`config.mk`:
```
export PLATFORM = sky130hd
export DESIGN_NAME = oale_front
export DESIGN_NICKNAME = d
export VERILOG_FILES = /design/src/design/ordered_array_list_engine_defines.svh /design/src/design/oale_pkg.sv /design/src/design/oale_front.sv
export SDC_FILE = /design/constraint.sdc
export NUM_CORES = 1
export LEC_CHECK = 0
export ABC_AREA = 1
export BUFFER_PORTS_ARGS = -buffer_cell sky130_fd_sc_hd__buf_4
export CAP_MARGIN = 40
export CORE_MARGIN = 8
export CORE_UTILIZATION = 52
export DETAILED_ROUTE_END_ITERATION = 10
export PLACE_DENSITY = 0.9
export SYNTH_ARGS = -nofsm -noshare
export SYNTH_HDL_FRONTEND = slang
export SYNTH_SLANG_ARGS = --single-unit
export TNS_END_PERCENT = 20
```
`constraint.sdc`:
```
create_clock -name clk -period 3.87 [get_ports clk]
set_clock_uncertainty 0.2 [all_clocks]
set_input_delay 0.1935 -clock clk [delete_from_list [all_inputs] [get_ports clk]]
set_output_delay 0.1935 -clock clk [all_outputs]
set_load 0.005 [all_outputs]
```
`src/design/ordered_array_list_engine_defines.svh`:
```
// assertion macros for the ordered array list engine
// each macro expects clk and arst_n in the scope where it is used
`ifndef ORDERED_ARRAY_LIST_ENGINE_DEFINES_SVH
`define ORDERED_ARRAY_LIST_ENGINE_DEFINES_SVH

`ifndef SYNTH
// same-cycle implication
`define OALE_ASSERT_NOW(label, ante, cons) \
	label: assert property (@(posedge clk) disable iff (!arst_n) (ante) |-> (cons)) \
		else $error("oale assertion failed");
// next-cycle implication
`define OALE_ASSERT_NEXT(label, ante, cons) \
	label: assert property (@(posedge clk) disable iff (!arst_n) (ante) |=> (cons)) \
		else $error("oale assertion failed");
`else
`define OALE_ASSERT_NOW(label, ante, cons)
`define OALE_ASSERT_NEXT(label, ante, cons)
`endif

`endif

```
`src/design/oale_pkg.sv`:
```
`timescale 1ns / 1ps
`default_nettype none

package oale_pkg;

	// list geometry and fixed field widths
	localparam int CAPACITY    = 64;
	localparam int DATA_W      = 32;
	localparam int POS_W       = 7;
	localparam int IDX_W       = 6;
	localparam int CNT_W       = 7;
	localparam int QUEUE_DEPTH = 2;

	// request codes as they arrive
	typedef enum logic [2:0] {
		REQ_INSERT     = 3'd0,
		REQ_ERASE      = 3'd1,
		REQ_FIND       = 3'd2,
		REQ_PUSH_BACK  = 3'd3,
		REQ_PUSH_FRONT = 3'd4,
		REQ_POP_BACK   = 3'd5,
		REQ_POP_FRONT  = 3'd6
	} req_code_t;

	// result status codes
	typedef enum logic [1:0] {
		ST_OK        = 2'd0,
		ST_BAD       = 2'd1,
		ST_FULL      = 2'd2,
		ST_NOT_FOUND = 2'd3
	} status_t;

	// classified operation handed to the back end
	typedef enum logic [1:0] {
		OP_INSERT = 2'd0,
		OP_ERASE  = 2'd1,
		OP_FIND   = 2'd2,
		OP_BAD    = 2'd3
	} op_t;

	typedef struct packed {
		req_code_t                 req_type;
		logic [POS_W-1:0]          position;
		logic signed [DATA_W-1:0]  value;
	} req_t;

	typedef struct packed {
		status_t           status;
		logic [IDX_W-1:0]  found_index;
		logic [CNT_W-1:0]  count;
	} rsp_t;

	// at_end: position is taken from the list end at execution time
	typedef struct packed {
		op_t                       op;
		logic                      at_end;
		logic [POS_W-1:0]          pos;
		logic signed [DATA_W-1:0]  value;
	} cmd_t;

endpackage

`default_nettype wire

```
`src/design/oale_front.sv`:
```
`timescale 1ns / 1ps
`default_nettype none

module oale_front (
	input  wire logic           clk,
	input  wire logic           arst_n,
	input  wire logic           push,
	output logic                full,
	input  wire oale_pkg::req_t request,
	output logic                cmd_valid,
	input  wire logic           cmd_take,
	output oale_pkg::cmd_t      cmd
);

	oale_pkg::cmd_t dec;
	oale_pkg::cmd_t buf_q [oale_pkg::QUEUE_DEPTH];
	logic           wr_ptr_q;
	logic           rd_ptr_q;
	logic [1:0]     fill_q;
	logic           wr_en;
	logic           rd_en;

	// map each request kind onto insert, erase or find, and unknown codes onto bad
	always_comb begin
		dec.op     = oale_pkg::OP_BAD;
		dec.at_end = 1'b0;
		dec.pos    = request.position;
		dec.value  = request.value;
		unique case (request.req_type)
			oale_pkg::REQ_INSERT: begin
				dec.op = oale_pkg::OP_INSERT;
			end
			oale_pkg::REQ_ERASE: begin
				dec.op = oale_pkg::OP_ERASE;
			end
			oale_pkg::REQ_FIND: begin
				dec.op = oale_pkg::OP_FIND;
			end
			oale_pkg::REQ_PUSH_BACK: begin
				dec.op     = oale_pkg::OP_INSERT;
				dec.at_end = 1'b1;
			end
			oale_pkg::REQ_PUSH_FRONT: begin
				dec.op  = oale_pkg::OP_INSERT;
				dec.pos = '0;
			end
			oale_pkg::REQ_POP_BACK: begin
				dec.op     = oale_pkg::OP_ERASE;
				dec.at_end = 1'b1;
			end
			oale_pkg::REQ_POP_FRONT: begin
				dec.op  = oale_pkg::OP_ERASE;
				dec.pos = '0;
			end
			default: begin
				dec.op = oale_pkg::OP_BAD;
			end
		endcase
	end

	// command queue handshake
	assign full      = (fill_q == 2'(oale_pkg::QUEUE_DEPTH));
	assign cmd_valid = (fill_q != 2'd0);
	assign wr_en     = push && !full;
	assign rd_en     = cmd_take && cmd_valid;
	assign cmd       = buf_q[rd_ptr_q];

	// queue pointers and fill level
	always_ff @(posedge clk or negedge arst_n) begin
		if (!arst_n) begin
			wr_ptr_q <= 1'b0;
			rd_ptr_q <= 1'b0;
			fill_q   <= 2'd0;
		end else begin
			if (wr_en)
				wr_ptr_q <= !wr_ptr_q;
			if (rd_en)
				rd_ptr_q <= !rd_ptr_q;
			if (wr_en && !rd_en)
				fill_q <= fill_q + 2'd1;
			else if (rd_en && !wr_en)
				fill_q <= fill_q - 2'd1;
		end
	end

	// queue storage
	always_ff @(posedge clk) begin
		if (wr_en)
			buf_q[wr_ptr_q] <= dec;
	end

endmodule

`default_nettype wire

```
After elaboration in Yosys (flattened, before gate mapping)
Memories as Yosys holds them, arrays and structs flattened.
Cells that the tools add are included.
Widths: inputs -> output; s select.

word-level totals
  bits in registers = 4
  latch bits = 0
  memory bits (writable) = 84
  memory bits (read-only) = 0
  input bits = 46
  logic and storage cells = 36
  memories = 1

operators by class
  $add $sub $neg = 2
  $mul = 0
  div/mod/pow operators = 0
  magnitude comparators = 0
  eq/ne operators = 7
  shift operators = 0
  multiplexer cells = 7
  bitwise logic cells = 0
  reduce and logical (&&, ||, !) cells = 16

memory list
  memory  words  width  rd ports  clocked after Yosys merged registers in  write ports  RTL line          source
  buf_q   2      42     1         0                                        1            oale_front.sv:16  oale_pkg::cmd_t buf_q [oale_pkg::QUEUE_DEPTH];

operator list
  cell                 count
  $eq 3x3->1 const B   3
  $mux 7               1
  $eq 3x2->1 const B   2
  $pmux 2 s3           1
  $reduce_or 3->1      2
  $logic_not 1->1      5
  $logic_and 1x1->1    4
  $mux 2               2
  $reduce_bool 2->1    2
  $reduce_or 2->1      2
  $eq 3x1->1 const B   1
  $logic_not 3->1      1
  $mux 1               3
  $add 2x1->2 const B  1
  $eq 2x2->1 const B   1
  $sub 2x1->2 const B  1

Longest topological paths before layout
  depth in word-level cells = 7
  mapped depth = 9
  gate-level depth less buffers = 9

Worst setup path before layout
OpenSTA, ideal clock, no wires.

  path type = reg-to-reg
  from = register fill_q[1]
  to = memory buf_q[1][0] in the netlist's numbering (enable)
  setup time = 441 ps
  data arrival time = 2363 ps
  data required time = 3229 ps
  setup slack = 866 ps
  stages on the path, launching flop included = 4
  cells stage by stage = dfrtp_1 -> inv_1 -> o21ai_0 -> nor2_1

between the ends
  longest elaborated chain between the ends = 5

ends and longest elaborated chain
  element                       RTL line          source
  start: declaration            oale_front.sv:19  logic [1:0] fill_q;
  start signal: assignment      oale_front.sv:80  fill_q <= fill_q + 2'd1;
  start signal: assignment      oale_front.sv:82  fill_q <= fill_q - 2'd1;
  $eq 2x2->1                    oale_front.sv:62  assign full = (fill_q == 2'(oale_pkg::QUEUE_DEPTH));
  $logic_not 1->1               oale_front.sv:64  assign wr_en = push && !full;
  $logic_and 1x1->1             oale_front.sv:64
  $mux 1                        oale_front.sv:88  if (wr_en)
  $mux 1 (not written as such)  oale_front.sv:89  buf_q[wr_ptr_q] <= dec;
  end: declaration              oale_front.sv:16

Every way passes these cells.

==> summary.txt <==
Drt
  • DRC: 0
  • Via density: about 4.7
  • Mean routed wirelength per cell: about 15 um
  • DR iter-0 viols: 50
  • Routed Antenna Nets: 0
  • Post-Route WL: ~7 mm
  • Drt first pass iters: 5
  • Vias after detailed routing: roughly 2,300

Timing
  • Final hold vios: 0
  • Final setup violation count: 0
  • RSZ-0062 raised after global routing: no
  • Final period util: about three fifths
  • Slew margin rel.: between 40% and 50%
  • Worst Tran Pin Value: between 0.8 and 0.9 ns
  • Worst hold margin: ~0.031 ns
  • Slew Limit Fails: 0
  • Tmin final: 2.282 ns
  • PnR worst setup slack: between 1.5 and 2 ns
  • Setup TNS: 0 ns
  • Max Clk Rate: around 0.44 GHz

Place
  • Hpwl dp: ~4.6 mm
  • PortBufs: 89
  • Gpl congestion: around 0.77
  • Cells after DPL: roughly 430
  • Dpl ws: approximately 1.9 ns

Yosys
  • Syn avg cell area: 12.58 um^2
  • Synth warn: 0
  • Post-Syn Area: ~0.0035 mm^2
  • Library cells used by synthesis: 19
  • Post-Synthesis Cells: 275
  • Register area share after synthesis: 75.80%
  • Syn Nets: between 300 and 400
  • Synthesized flop and latch total: 88

Clock tree
  • Post-CTS setup buffers: 0
  • Worst-path clk slew: 0.08 ns
  • Num CTS Buffers: 9
  • H-tree depth: 3
  • TritonCTS clock tree: done
  • CTS root buffer: clkbuf_8
  • Sink Count: slightly below 90
  • Clk_lat worst skew: roughly 0.34 ns
  • CTS Buffer Depth: 2

Critical path
  • CP max FO: 44
  • Arrival @ worst endpoint: roughly 1.9 ns
  • Critical Path Sink Type: output pin
  • Critical path required time: between 3 and 4 ns
  • Crit Path Category: reg2out
  • Worst Reg-to-Reg Cells: 4
  • Reg-to-reg setup timing slack: ~1.8 ns
  • Crit Reg-Reg Startpoint: fill_q[1]$_DFFE_PN0P_
  • Worst r2r dst: buf_q[1][20]$_DFFE_PP_
  • CP startpoint kind: flip-flop

Die
  • Core area: between 0.006 and 0.007 mm^2
  • Die Ht: 97.57 um
  • Die area: roughly 0.0095 mm^2
  • Site Rows: 29
  • Die X-Extent: between 90 and 100 um
  • Starting Density: 54.17%
  • I/O pin count: 90

Power
  • Clock share of power: between 20% and 30%
  • Worst vdd rail ir drop: 0.0003971 V
  • Gate power share: between 30 and 40%
  • Net Sw Power: roughly 1000 uW
  • Flop pwr share: approximately 45%
  • Net Sw Frac: between 30% and 40%
  • Pint: roughly 2200 uW
  • Pleak: roughly 0.0021 uW
  • Pwr dens: 659.9 mW/mm^2

Final layout
  • Share of layout cells above drive strength 1: 30.43%
  • Antenna Cells: 0
  • Area Overhead vs Synth: 39.46%
  • Most frequent cells in the layout: 127 x nand2_1, 89 x buf_4, 84 x edfxtp_1
  • Fin cells: a little under 500
  • Commonest non-fill, non-tap cell in the layout: nand2_1
  • Fillers: roughly 400
  • Nets: roughly 460

GRT
  • Vias in the first global route: ~2,500
  • Overall global routing resource usage: between 10% and 20%
  • Grt ovf: 0
  • Largest net degree at the start of global routing: 45
  • First-pass GRT wire length: 11.84 mm
  • Initial antenna violation count: 0

Worst hold path
  • Hold Path Sink: buf_q[0][40]$_DFFE_PP_
  • Class of the worst hold path: in2reg
  • Hold depth: 2
  • HP Start: request[40]

Outcome
  • Status: finished clean

Run
  • MaxCap Viol Count: 0
state kept, by name, summed over array words and instances (netlist names):
signal and flops:
buf_q 84, fill_q 2, rd_ptr_q 1, wr_ptr_q 1
timing repair:
item                                    in CTS  in global routing
endpoints found under the setup margin       0                  0
hold endpoints to repair                    83                  0
hold buffers                                42                  0
resized for setup                            0                  0
through the flow:
step           utilization, %  instance area (um^2)  power, uW
6_report                75.55                  4825       3184
5_1_grt                 75.55                  4825       3382
4_1_cts                 75.55                  4825       3215
3_5_place_dp            65.67                  4194       2526
3_3_place_gp            64.81                  4139       2431
2_1_floorplan               -                  3460       2002
power by group through the flow:
stage	Clock, uW	Combinational (uW)	Sequential (uW)
floorplan	0	621	1380
global placement	0	981	1450
detailed placement	0	1060	1460
CTS	671	1100	1440
global route	715	1210	1460
finish	663	1080	1440
critical path, cell delays in order, from the launching register on:
cell,delay [ns]
dfrtp_2,0.93
inv_8,0.24
nand2_1,0.13
nand2_1,0.08
buf_4,0.14
logic make-up (layout without fill, tap and decap cells):
| logic type | after synthesis | after routing | synth area share, % |
|---|---|---|---|
| AO/OA/AOI/OAI | 3 | 3 | 0.4339 |
| XOR/XNOR | 1 | 1 | 0.2532 |
| adder cells (fa/ha/maj) | 1 | 1 | 0.3616 |
| buffers and inverters | 26 | 165 | 4.773 |
| flip-flops | 88 | 88 | 75.80 |
| AND/OR/NAND/NOR | 156 | 156 | 18.37 |
Yosys cell counts, drive strengths merged:
library cell	instances	area, um^2
nor2	13	61.31
buf	9	93.83
xnor2	1	8.760
dfrtp	4	100.1
edfxtp	84	2522
nand3	2	10.01
ha	1	12.51
a21oi	1	5.000
nand2	140	558.0
nand4	1	6.260
inv	17	71.31
o21ai	2	10.01
final cells by class:
| class | instances | area [um^2] | share of cell area [%] |
|---|---|---|---|
| sequential | 88 | 2624 | 54.38 |
| clock inverter | 5 | 82.58 | 1.712 |
| inverter | 17 | 71.32 | 1.478 |
| clock buffer | 10 | 127.6 | 2.645 |
| multi-input combinational | 161 | 679.4 | 14.08 |
| timing repair buffer | 133 | 1144 | 23.70 |
| tap | 77 | 96.34 | 1.997 |
worst max path at each step:
stage / startpoint / endpoint / slack [ns]
after CTS: rd_ptr_q$_DFFE_PN0P_ / cmd[12] / 1.54
after global placement: fill_q[1]$_DFFE_PN0P_ / buf_q[1][26]$_DFFE_PP_ / 1.71
after detailed placement: fill_q[1]$_DFFE_PN0P_ / buf_q[1][26]$_DFFE_PP_ / 1.86
after floorplan: fill_q[1]$_DFFE_PN0P_ / buf_q[1][0]$_DFFE_PP_ / 0.87
after global routing: rd_ptr_q$_DFFE_PN0P_ / cmd[15] / 1.45
final: rd_ptr_q$_DFFE_PN0P_ / cmd[12] / 1.59
metal layers:
layer	part of all wire, %	vias up	global-route usage [%]
met5	0	-	0
met3	6.1	18	5.832
met4	2.1	0	6.760
met2	53	76	28.25
li1	-	1166	-
met1	39	1055	15.50
Power figures use the tool's default switching activity.
